--- config.mk ---
export PLATFORM = sky130hd
export DESIGN_NAME = gdda_div_pipe
export DESIGN_NICKNAME = d
export VERILOG_FILES = /design/src/sv/gdda_div_pipe.sv
export SDC_FILE = /design/constraint.sdc
export NUM_CORES = 2
export LEC_CHECK = 0
export BUFFER_PORTS_ARGS = -buffer_cell sky130_fd_sc_hd__buf_4
export CORE_ASPECT_RATIO = 1.4
export CORE_UTILIZATION = 59
export CTS_BUF_LIST = sky130_fd_sc_hd__clkbuf_8
export DETAILED_ROUTE_END_ITERATION = 12
export PLACE_DENSITY = 0.75
export SYNTH_ARGS = -nofsm -noshare
export SYNTH_HDL_FRONTEND = slang
export SYNTH_SLANG_ARGS = --single-unit
export TNS_END_PERCENT = 100
--- constraint.sdc ---
create_clock -name i_clk -period 3.94 [get_ports i_clk]
set_input_delay 1.182 -clock i_clk [delete_from_list [all_inputs] [get_ports i_clk]]
set_output_delay 1.182 -clock i_clk [all_outputs]
set_load 0.02 [all_outputs]
--- src/sv/gdda_div_pipe.sv ---
// Pipelined restoring divider, one quotient bit per stage, with a tag carried alongside.
module gdda_div_pipe #(
    parameter int NUM_W = 25,
    parameter int DEN_W = 29,
    parameter int TAG_W = 1
) (
    input  logic             i_clk,
    input  logic             i_rst_n,
    input  logic             i_valid,
    input  logic [NUM_W-1:0] i_num,
    input  logic [DEN_W-1:0] i_den,
    input  logic [TAG_W-1:0] i_tag,
    output logic             o_valid,
    output logic [NUM_W-1:0] o_quo,
    output logic [TAG_W-1:0] o_tag
);

    logic             r_vld [NUM_W];
    logic [NUM_W-1:0] r_num [NUM_W];
    logic [NUM_W-1:0] r_quo [NUM_W];
    logic [DEN_W-1:0] r_rem [NUM_W];
    logic [DEN_W-1:0] r_den [NUM_W];
    logic [TAG_W-1:0] r_tag [NUM_W];

    genvar k;
    generate
        for (k = 0; k < NUM_W; k++) begin : g_stage
            logic             s_vld;
            logic [NUM_W-1:0] s_num;
            logic [NUM_W-1:0] s_quo;
            logic [DEN_W-1:0] s_rem;
            logic [DEN_W-1:0] s_den;
            logic [TAG_W-1:0] s_tag;
            logic [DEN_W:0]   s_trial;
            logic [DEN_W:0]   s_diff;
            logic             s_ge;

            // Stage input comes from the ports or from the previous stage.
            if (k == 0) begin : g_in
                assign s_vld = i_valid;
                assign s_num = i_num;
                assign s_quo = '0;
                assign s_rem = '0;
                assign s_den = i_den;
                assign s_tag = i_tag;
            end else begin : g_chain
                assign s_vld = r_vld[k-1];
                assign s_num = r_num[k-1];
                assign s_quo = r_quo[k-1];
                assign s_rem = r_rem[k-1];
                assign s_den = r_den[k-1];
                assign s_tag = r_tag[k-1];
            end

            // Shift in the next numerator bit and try one subtraction.
            assign s_trial = {s_rem, s_num[NUM_W-1]};
            assign s_diff  = s_trial - {1'b0, s_den};
            assign s_ge    = (s_trial >= {1'b0, s_den});

            always_ff @(posedge i_clk) begin
                if (!i_rst_n) begin
                    r_vld[k] <= 1'b0;
                end else begin
                    r_vld[k] <= s_vld;
                end
            end

            always_ff @(posedge i_clk) begin
                r_num[k] <= {s_num[NUM_W-2:0], 1'b0};
                r_quo[k] <= {s_quo[NUM_W-2:0], s_ge};
                r_rem[k] <= s_ge ? s_diff[DEN_W-1:0] : s_trial[DEN_W-1:0];
                r_den[k] <= s_den;
                r_tag[k] <= s_tag;
            end
        end
    endgenerate

    assign o_valid = r_vld[NUM_W-1];
    assign o_quo   = r_quo[NUM_W-1];
    assign o_tag   = r_tag[NUM_W-1];

endmodule

==> results.ini <==
[outcome]
status=complete, no violations

[synthesis]
yosys.area.top_type_share_pct=49.0
synth_area_per_cell_um2=9.83
synth_commonest_cells=2,067 x dfxtp_1, 862 x inv_1, 759 x a21oi_1
synth_warnings=0
synth_flop_cell=dfxtp_1
synthCells=8596
synth_most_common_cell=dfxtp_1
synth-edff-count=0
ys_seq_area_share_pct=49.0
ys_seq_elements=2067
syn_nets=9375
yosys-top-cells-area=dfxtp_1 49%, ha_1 10%, a21oi_1 4.5%
synth.largest_area_cell=dfxtp_1
syn_area_um2=84500
async_flop_share_pct=0
synth.distinct_cells=90

[critical_path]
regToRegSetupSlack_ns=0.13
cpPeakStageDelay_ns=0.41
path_class=reg2reg
cp_slowest_cell=a2111oi_2
crit_path_end_kind=register
crit_fanout=11
cp.required_ns=4.72
critPathArrivalTime_ns=4.59
cp-start-kind=register
cp_cell_sequence=ha_1 > inv_1 > fa_1 > a21oi_1 > o21ai_0 > a2111oi_2 > buf_4 > o31ai_1 > a221o_1 > nand2_1 > a21oi_1 > nor4_4 > buf_4 > o21ai_0

[sta]
fin_skew_ns=0.0648
min_period_over_period_pct=96.7
worst_pin_slew_ns=0.930
finalHoldViolations=0
slew_viol_final=0
fmax_mhz=262
period_needed_ns=3.81
setup_slack_ns=0.130
slew_headroom_pct=36.4
holdWs_ns=0.243
setup-violations-final=0
rsz0062_at_grt=yes

[route]
num_vias=61200
drt-initial-drc-count=2770
wl_per_cell_um=18.4
post-route-drc-count=0
viasPerCell=5.52
antenna_left=0
first_pass_iters=6
wirelength_mm=204

[flow_run]
maxCapViolCount=0

[grt]
grt_antenna_before_repair=3
grt_pass1_wl_mm=316
grt_pass1_vias=61800
overflow=0
grt_use_total_pct=27.7
grt_max_degree=54

[floorplanning]
io_pins=85
die_y_um=450
fp.dieW_um=322
start_util_pct=59.7
core_um2=142000
fp-row-count=163
die-area_um2=145000

[power_and_ir_drop]
power_per_cell_area_nw_per_um2=491
ir_drop_v=0.000396
p_leak_nw=45.5

[cts]
cts_buffers=316
clock_tree.root_cell=clkbuf_8
clkTransAtPathRegs_ns=0.07
cts_tree=yes
h-tree-depth=5
clockBufferDepth=4
clk_latency_ns=1.03
cts.sinks=2067

[cells_and_area]
layout-drive-gt1-share_pct=11.5
nets=9733
syn2layout_area_growth_pct=12.1

[worst_hold_path]
min_path_type=in2reg

[place]
dp_slack_ns=-0.0538
io_buffers=84
hpwl_mm=158
globalplace.congestion=0.962

final timing paths:
kind,from,end,depth (start not counted)
setup / recovery,r_den[2][58],r_rem[1][102],14
hold reg to reg,r_tag[1][4],r_tag[1][5],0
setup reg to reg,r_den[2][58],r_rem[1][102],14
hold / removal,i_num[9],r_num[0][9],1
timing repair:
| action | CTS | global route |
|---|---|---|
| hold buffers | 0 | 0 |
| cloned | 0 | 3 |
| buffers inserted | 0 | 5 |
| resized for setup | 2 | 27 |
| pin swaps | 0 | 9 |
| setup endpoints to repair | 24 | 236 |
registers in the layout, indices dropped and copies added (netlist names):
signal / count
r_den: 696
r_rem: 696
r_quo: 325
r_num: 300
r_tag: 25
r_vld: 25
metal layers:
layer	vias up	share of wire, %	GRT usage (%)
li1	30400	-	-
met1	28400	35	25.6
met2	1609	53	52.6
met3	762	3.7	4.38
met4	0	8.9	23.0
met5	-	0	0
metrics by stage:
step	utilization (%)	power, mW	cells	instance area [um^2]	TNS, ns
after global routing	66.9	48.7	11100	94700	-0.0260
after CTS	66.8	46.9	11100	94500	0
after detailed placement	62.2	29.1	10500	88100	-0.429
after global placement	62.2	28.9	10500	88100	-0.468
final	66.9	46.5	11100	94700	0
after floorplan	-	27.3	8596	84500	0
report_power, final:
| group | switching [mW] | internal (mW) |
|---|---|---|
| logic | 3.38 | 2.63 |
| clock network | 7.87 | 9.93 |
| registers | 0.745 | 22.0 |
| total | 12.0 | 34.5 |
kinds of logic (layout without fill, tap and decap cells):
group | after synthesis | count (layout) | share of synthesized area [%]
flops | 2067 | 2067 | 49.0
compound gates | 2119 | 2119 | 15.6
other cells | 0 | 5 | 0
simple gates | 1780 | 1781 | 9.92
fa+ha+maj | 721 | 721 | 10.9
mux | 296 | 296 | 3.93
buf+inv | 1041 | 1615 | 4.75
xor+xnor | 572 | 572 | 5.93
worst max-delay path: cells and delay by family (launching register included):
| family | cells | cell delay (ns) |
|---|---|---|
| and+or+nand+nor | 2 | 0.36 |
| adders and majority gates | 2 | 0.60 |
| DFF | 1 | 0.40 |
| AOI/OAI and AO/OA | 7 | 1.71 |
| buffers and inverters | 3 | 0.47 |
final cells by class:
cell class / instances / area, um^2
Fill cell: 11300 / 46800
Multi-Input combinational cell: 5489 / 39400
Clock inverter: 143 / 1030
Antenna cell: 5 / 12.5
Clock buffer: 392 / 5400
Sequential cell: 2067 / 41400
Tap cell: 1897 / 2370
Inverter: 862 / 3240
Timing Repair Buffer: 218 / 1910
cell usage in the layout (no fill, tap or decap), drive strengths merged, types with 37 or more instances in the layout:
cell type | synthesis | final
a211oi | 56 | 56
a21o | 321 | 321
a21oi | 761 | 761
a31oi | 70 | 70
and2 | 59 | 59
and3 | 73 | 73
buf | 55 | 215
clkbuf | 124 | 395
clkinv | 0 | 37
dfxtp | 2067 | 2067
ha | 698 | 698
inv | 862 | 944
mux2 | 282 | 282
nand2 | 518 | 518
nand2b | 75 | 75
nand3 | 117 | 117
nand4 | 97 | 97
nor2 | 514 | 515
nor2b | 68 | 68
nor3 | 120 | 120
o21a | 62 | 62
o21ai | 470 | 470
o21bai | 77 | 77
o31ai | 44 | 44
xnor2 | 342 | 342
xor2 | 230 | 230
No activity file was read; power rests on OpenSTA's default activity.
