===== config.mk =====
export PLATFORM = sky130hd
export DESIGN_NAME = gdda_walk_stage
export DESIGN_NICKNAME = d
export VERILOG_FILES = /design/src/sv/gdda_pkg.sv /design/src/sv/gdda_walk_stage.sv
export SDC_FILE = /design/constraint.sdc
export NUM_CORES = 1
export LEC_CHECK = 0
export BUFFER_PORTS_ARGS = -buffer_cell sky130_fd_sc_hd__buf_2
export CORE_AREA = 2 2 220 222
export CTS_CLUSTER_DIAMETER = 120
export DETAILED_ROUTE_END_ITERATION = 10
export DIE_AREA = 0 0 222 224
export PLACE_DENSITY = 0.5
export SYNTH_ARGS = -nofsm -noshare
export SYNTH_HDL_FRONTEND = slang
export SYNTH_SLANG_ARGS = --single-unit

===== constraint.sdc =====
create_clock -name i_clk -period 9 [get_ports i_clk]
set_clock_uncertainty 0.1 [all_clocks]
set_input_delay 0 -clock i_clk [delete_from_list [all_inputs] [get_ports i_clk]]
set_output_delay 0 -clock i_clk [all_outputs]
set_load 0.02 [all_outputs]

===== src/sv/gdda_pkg.sv =====
// Shared constants, register codes and pipeline record types for the raycast column unit.
package gdda_pkg;

    // Field and datapath widths.
    localparam int COL_W     = 10;
    localparam int POS_W     = 15;
    localparam int VEC_W     = 16;
    localparam int MAP_BITS  = 64;
    localparam int FRAC_W    = 12;
    localparam int FRC_W     = FRAC_W + 1;
    localparam int CAM_NUM_W = COL_W + FRAC_W + 1;
    localparam int CAM_W     = CAM_NUM_W + 1;
    localparam int PROD_W    = VEC_W + CAM_W;
    localparam int RAY_W     = PROD_W - FRAC_W + 1;
    localparam int DLT_NUM_W = 2 * FRAC_W + 1;
    localparam int DLT_W     = 41;
    localparam int SIDE_W    = 46;
    localparam int CELL_W    = 6;
    localparam int DIST_W    = 20;
    localparam int HGT_OUT_W = 9;
    localparam int TOP_OUT_W = 8;
    localparam int BOT_OUT_W = 9;
    localparam int IDX_W     = 3;

    localparam int FRAC_ONE = 4096;

    // Saturated step distance for an axis the ray does not move along.
    localparam logic [DLT_W-1:0] DELTA_SAT = {1'b1, {(DLT_W-1){1'b0}}};
    localparam logic [DIST_W-1:0] DIST_MAX = {DIST_W{1'b1}};
    localparam logic [DLT_NUM_W-1:0] DLT_NUM = {1'b1, {(DLT_NUM_W-1){1'b0}}};

    // Configuration register indexes.
    localparam logic [IDX_W-1:0] CFG_POS_X   = 3'd0;
    localparam logic [IDX_W-1:0] CFG_POS_Y   = 3'd1;
    localparam logic [IDX_W-1:0] CFG_DIR_X   = 3'd2;
    localparam logic [IDX_W-1:0] CFG_DIR_Y   = 3'd3;
    localparam logic [IDX_W-1:0] CFG_PLANE_X = 3'd4;
    localparam logic [IDX_W-1:0] CFG_PLANE_Y = 3'd5;
    localparam logic [IDX_W-1:0] CFG_BITMAP  = 3'd6;

    // Register reset values: camera at 3.5 cells on both axes looking down the negative first axis.
    localparam logic [POS_W-1:0]    RST_POS_X   = 15'd14336;
    localparam logic [POS_W-1:0]    RST_POS_Y   = 15'd14336;
    localparam logic [VEC_W-1:0]    RST_DIR_X   = 16'hF000;
    localparam logic [VEC_W-1:0]    RST_DIR_Y   = 16'h0000;
    localparam logic [VEC_W-1:0]    RST_PLANE_X = 16'h0000;
    localparam logic [VEC_W-1:0]    RST_PLANE_Y = 16'd2703;
    localparam logic [MAP_BITS-1:0] RST_BITMAP  = 64'hFF818181818181FF;

    // Default geometry.
    localparam int DEF_SCREEN_COLUMNS = 640;
    localparam int DEF_SCREEN_ROWS    = 480;
    localparam int DEF_MAP_ROWS       = 8;
    localparam int DEF_MAP_COLS       = 8;

    // State of one ray as it walks the grid.
    typedef struct packed {
        logic [COL_W-1:0]         col;
        logic [SIDE_W-1:0]        sx;
        logic [SIDE_W-1:0]        sy;
        logic [SIDE_W-1:0]        wdist;
        logic [DLT_W-1:0]         dx;
        logic [DLT_W-1:0]         dy;
        logic                     negx;
        logic                     negy;
        logic signed [CELL_W-1:0] mx;
        logic signed [CELL_W-1:0] my;
        logic                     side;
        logic                     done;
        logic                     hit;
    } t_walk;

    // Walk outcome carried through the height division.
    typedef struct packed {
        logic [COL_W-1:0]  col;
        logic              side;
        logic              hit;
        logic [2:0]        hr;
        logic [2:0]        hc;
        logic [DIST_W-1:0] wdist;
    } t_fin;

endpackage


===== src/sv/gdda_walk_stage.sv =====
// One registered grid step of the ray walk: advance one axis and test the new cell.
module gdda_walk_stage #(
    parameter int MAP_ROWS = gdda_pkg::DEF_MAP_ROWS,
    parameter int MAP_COLS = gdda_pkg::DEF_MAP_COLS
) (
    input  logic                          i_clk,
    input  logic                          i_rst_n,
    input  logic                          i_vld,
    input  gdda_pkg::t_walk               i_walk,
    input  logic [gdda_pkg::MAP_BITS-1:0] i_bitmap,
    output logic                          o_vld,
    output gdda_pkg::t_walk               o_walk
);

    localparam logic signed [gdda_pkg::CELL_W-1:0] ROW_LIM = gdda_pkg::CELL_W'(MAP_ROWS);
    localparam logic signed [gdda_pkg::CELL_W-1:0] COL_LIM = gdda_pkg::CELL_W'(MAP_COLS);

    gdda_pkg::t_walk n_walk;
    logic            w_out;
    logic            r_vld;
    gdda_pkg::t_walk r_walk;

    // Step along the axis with the smaller side value; ties go to the second axis.
    always_comb begin
        n_walk = i_walk;
        w_out  = 1'b0;
        if (!i_walk.done) begin
            if (i_walk.sx < i_walk.sy) begin
                n_walk.wdist = i_walk.sx;
                n_walk.sx    = i_walk.sx + gdda_pkg::SIDE_W'(i_walk.dx);
                n_walk.mx    = i_walk.negx ? i_walk.mx - 6'sd1 : i_walk.mx + 6'sd1;
                n_walk.side  = 1'b0;
            end else begin
                n_walk.wdist = i_walk.sy;
                n_walk.sy    = i_walk.sy + gdda_pkg::SIDE_W'(i_walk.dy);
                n_walk.my    = i_walk.negy ? i_walk.my - 6'sd1 : i_walk.my + 6'sd1;
                n_walk.side  = 1'b1;
            end
            w_out = (n_walk.mx < 6'sd0) || (n_walk.mx >= ROW_LIM) ||
                    (n_walk.my < 6'sd0) || (n_walk.my >= COL_LIM);
            if (w_out) begin
                n_walk.done = 1'b1;
                n_walk.hit  = 1'b0;
            end else if (i_bitmap[{n_walk.mx[2:0], n_walk.my[2:0]}]) begin
                n_walk.done = 1'b1;
                n_walk.hit  = 1'b1;
            end
        end
    end

    always_ff @(posedge i_clk) begin
        if (!i_rst_n) begin
            r_vld <= 1'b0;
        end else begin
            r_vld <= i_vld;
        end
    end

    always_ff @(posedge i_clk) begin
        r_walk <= n_walk;
    end

    assign o_vld  = r_vld;
    assign o_walk = r_walk;

endmodule


==> qor.csv <==
metric,value,unit
outcome,"finished, final reports clean",
switch share,33.7,%
Comb pwr share,33.0,%
Hold Crit Class,in -> reg,
area delta synth->final,63.3,%
clock share of power,32.9,%
cts bufs inserted,30,
Slew @ Worst Pin,1020,ps
fillcell total,4525,
drt initial violations,753,
drt pass-1 iters,6,
hold endpoint,o_walk[59],
initial antenna violation count,1,
#FFs+latches synth,248,
sequential share of power,34.1,%
Die Span Y,224,µm
FF/Latch Area,0.00496,mm²
RSZ-0062 raised after global routing,false,
multi-input combinational cell area,0.00828,mm²
Avg WL per Cell,18.5,µm
hold slack,65.7,ps
top cell type's share of synthesized area,36.0,%
post-CTS sizing,0,
dominant cell type by area after synthesis,dfxtp_1,
number of flops mapped to enable cells by yosys,0,
synth top area cells,"dfxtp_1, ha_1, o21ai_0",
gr usage total,23.2,%
hold_sp,i_walk[59],
synth unique cells,76,
"Slew Viols, Final",0,
startpoint types,input port,
CTS max path bufs,3,
Max IR drop VDD,0.168,mV
"commonest non-fill, non-tap cells in the layout","buf_2, dlygate4sd3_1, dfxtp_1",
"Setup violations, final",0,
CTS tree,built,
Post-synth ARST share,0,%
HPWL Detailed,43.8,mm
Max-Cap Viols,0,
Detail Route Antenna Nets,0,
WP data required,9360,ps
crit path DAT,4860,ps
cts-stage hold buffer count,438,
"CTS clk-pin slew, worst paths",60,ps
syn nets,2081,
Int Pwr,2.41,mW
hold path cells,2,
Std-Cell Rows,80,
CP Capture Type,flip-flop,
vias in the first global route,16573,
H-tree Lvls,1,
Final period util,50.0,%
register area share after synthesis,36.0,%
Max-slew headroom,32.0,%
RePlAce Congestion,0.852,
total negative slack,0,ps
global route overflow,0,
total power,3.63,mW
Port Buffer Count,561,
Max Fclk,222,MHz
vias per cell,4.91,
P_sw,1.22,mW
final number of hold-violating endpoints,0,
"commonest non-fill, non-tap cell in the layout",buf_2,
share of layout cells above drive strength 1,24.8,%
core area,0.0473,mm²
CP Class,in -> reg,
crit path time final,4500,ps
final WL,59.9,mm
setup bufs post-CTS,0,
Boundary Pins,562,
die footprint,0.0497,mm²
Die W,222,µm
Initial Utilization,29.1,%
LEAKAGE,10.7,nW
Final nets,3057,
pin count of the biggest net entering global routing,88,
Yosys warning count,0,
Mean Syn Cell Area,8.46,µm²
Post-Syn Area,0.0138,mm²
crit-path max FO,4,
Clock Sinks,248,
root buffer cell,clkbuf_16,
power per cell area,161,mW/mm²
first-pass GRT wire length,91.1,mm
post-synthesis cell count,1628,
Remaining DRCs,0,
Synth Flop Type,dfxtp_1,
via count,15934,
[logic make-up (layout without fill, tap and decap cells)]
logic type | count (synthesis) | after routing | synth area share, %
AOI/OAI and AO/OA | 550 | 550 | 25.0
xor gates and xnor gates | 95 | 95 | 6.04
adders and majority gates | 139 | 139 | 12.8
buffers and inverters | 135 | 1133 | 4.01
DFF | 248 | 248 | 36.0
muxes | 22 | 22 | 1.87
other | 0 | 1 | 0
and+or+nand+nor | 439 | 439 | 14.2
[layout make-up]
class	count	share of cell area [%]
Antenna cell	1	0.0111
Clock buffer	42	3.76
Clock inverter	12	0.501
Inverter	74	1.23
Multi-Input combinational cell	1245	36.8
Sequential cell	248	22.1
Tap cell	615	3.42
Timing Repair Buffer	1005	32.2
[worst max-delay path, cell delays in order]
cell and delay, ps:
dlygate4sd3_1 550, buf_2 150, ha_1 350, a2111oi_0 390, o21ai_1 170, nand3_1 210, o211ai_1 300, a22oi_1 460
o21ai_1 220, o21a_1 250, o221ai_1 280, nor2_1 80, a211oi_1 580, nor3b_1 140, xor2_1 170, dlygate4sd3_1 560
[worst max path at each step]
| stage | startpoint | end | slack (ps) | cells after the start |
|---|---|---|---|---|
| floorplan | i_walk[17] | o_walk[187] | 6170 | 15 |
| CTS | i_walk[219] | o_walk[184] | 4500 | 15 |
| detailed placement | i_walk[158] | o_walk[0] | 4800 | 17 |
| finish | i_walk[64] | o_walk[236] | 4500 | 16 |
| global placement | i_walk[173] | o_walk[0] | 4800 | 17 |
| global route | i_walk[166] | o_walk[184] | 4140 | 16 |
[synthesized netlist by cell type (4+ instances only)]
cell / instances
a2111oi_0: 6
a211oi_1: 13
a21o_1: 60
a21oi_1: 156
a221oi_1: 6
a222oi_1: 5
a22oi_1: 9
a31o_2: 4
a31oi_1: 12
a32oi_1: 6
and2_1: 6
and3_1: 14
buf_1: 6
buf_2: 13
clkbuf_1: 37
dfxtp_1: 248
fa_1: 4
ha_1: 135
inv_1: 74
mux2_2: 6
mux2i_1: 13
nand2_1: 215
nand2b_1: 17
nand3_1: 32
nand4_1: 14
nor2_1: 94
nor2b_1: 9
nor3_1: 16
nor3b_1: 4
o2111ai_1: 7
o211ai_1: 13
o21a_1: 9
o21ai_0: 168
o21ai_1: 15
o21bai_1: 10
o221ai_1: 6
o31ai_1: 8
or3_1: 4
xnor2_1: 48
xor2_1: 47
[state kept, by name, indices dropped and copies added (netlist names)]
| name | cells |
|---|---|
| o_vld | 1 |
| o_walk | 247 |
[metrics by stage]
stage	cells	utilization, %	worst slack, ps	area, µm²
after floorplan	1628	-	6170	13800
after CTS	3241	47.5	4500	22500
after global routing	3242	47.5	4140	22500
after detailed placement	2749	36.2	4800	17200
after global placement	2749	36.2	4800	17200
final	3242	47.5	4500	22500
[metal layers]
layer | global-route usage [%] | wire length, µm | part of all wire (%) | vias up
li1 | - | - | - | 7793
met1 | 27.5 | 24800 | 41 | 7475
met2 | 41.3 | 29300 | 49 | 553
met3 | 5.25 | 4070 | 6.8 | 113
met4 | 7.59 | 1740 | 2.9 | 0
met5 | 0 | 0 | 0 | -
[power by group through the flow]
stage / Combinational (mW) / Clock, mW / Sequential [mW]
4_1_cts: 1.19 / 1.23 / 1.24
5_1_grt: 1.30 / 1.28 / 1.24
3_5_place_dp: 1.01 / 0 / 1.26
3_3_place_gp: 0.998 / 0 / 1.26
2_1_floorplan: 0.488 / 0 / 1.40
6_report: 1.20 / 1.19 / 1.24
No activity file was read; power rests on OpenSTA's default activity.
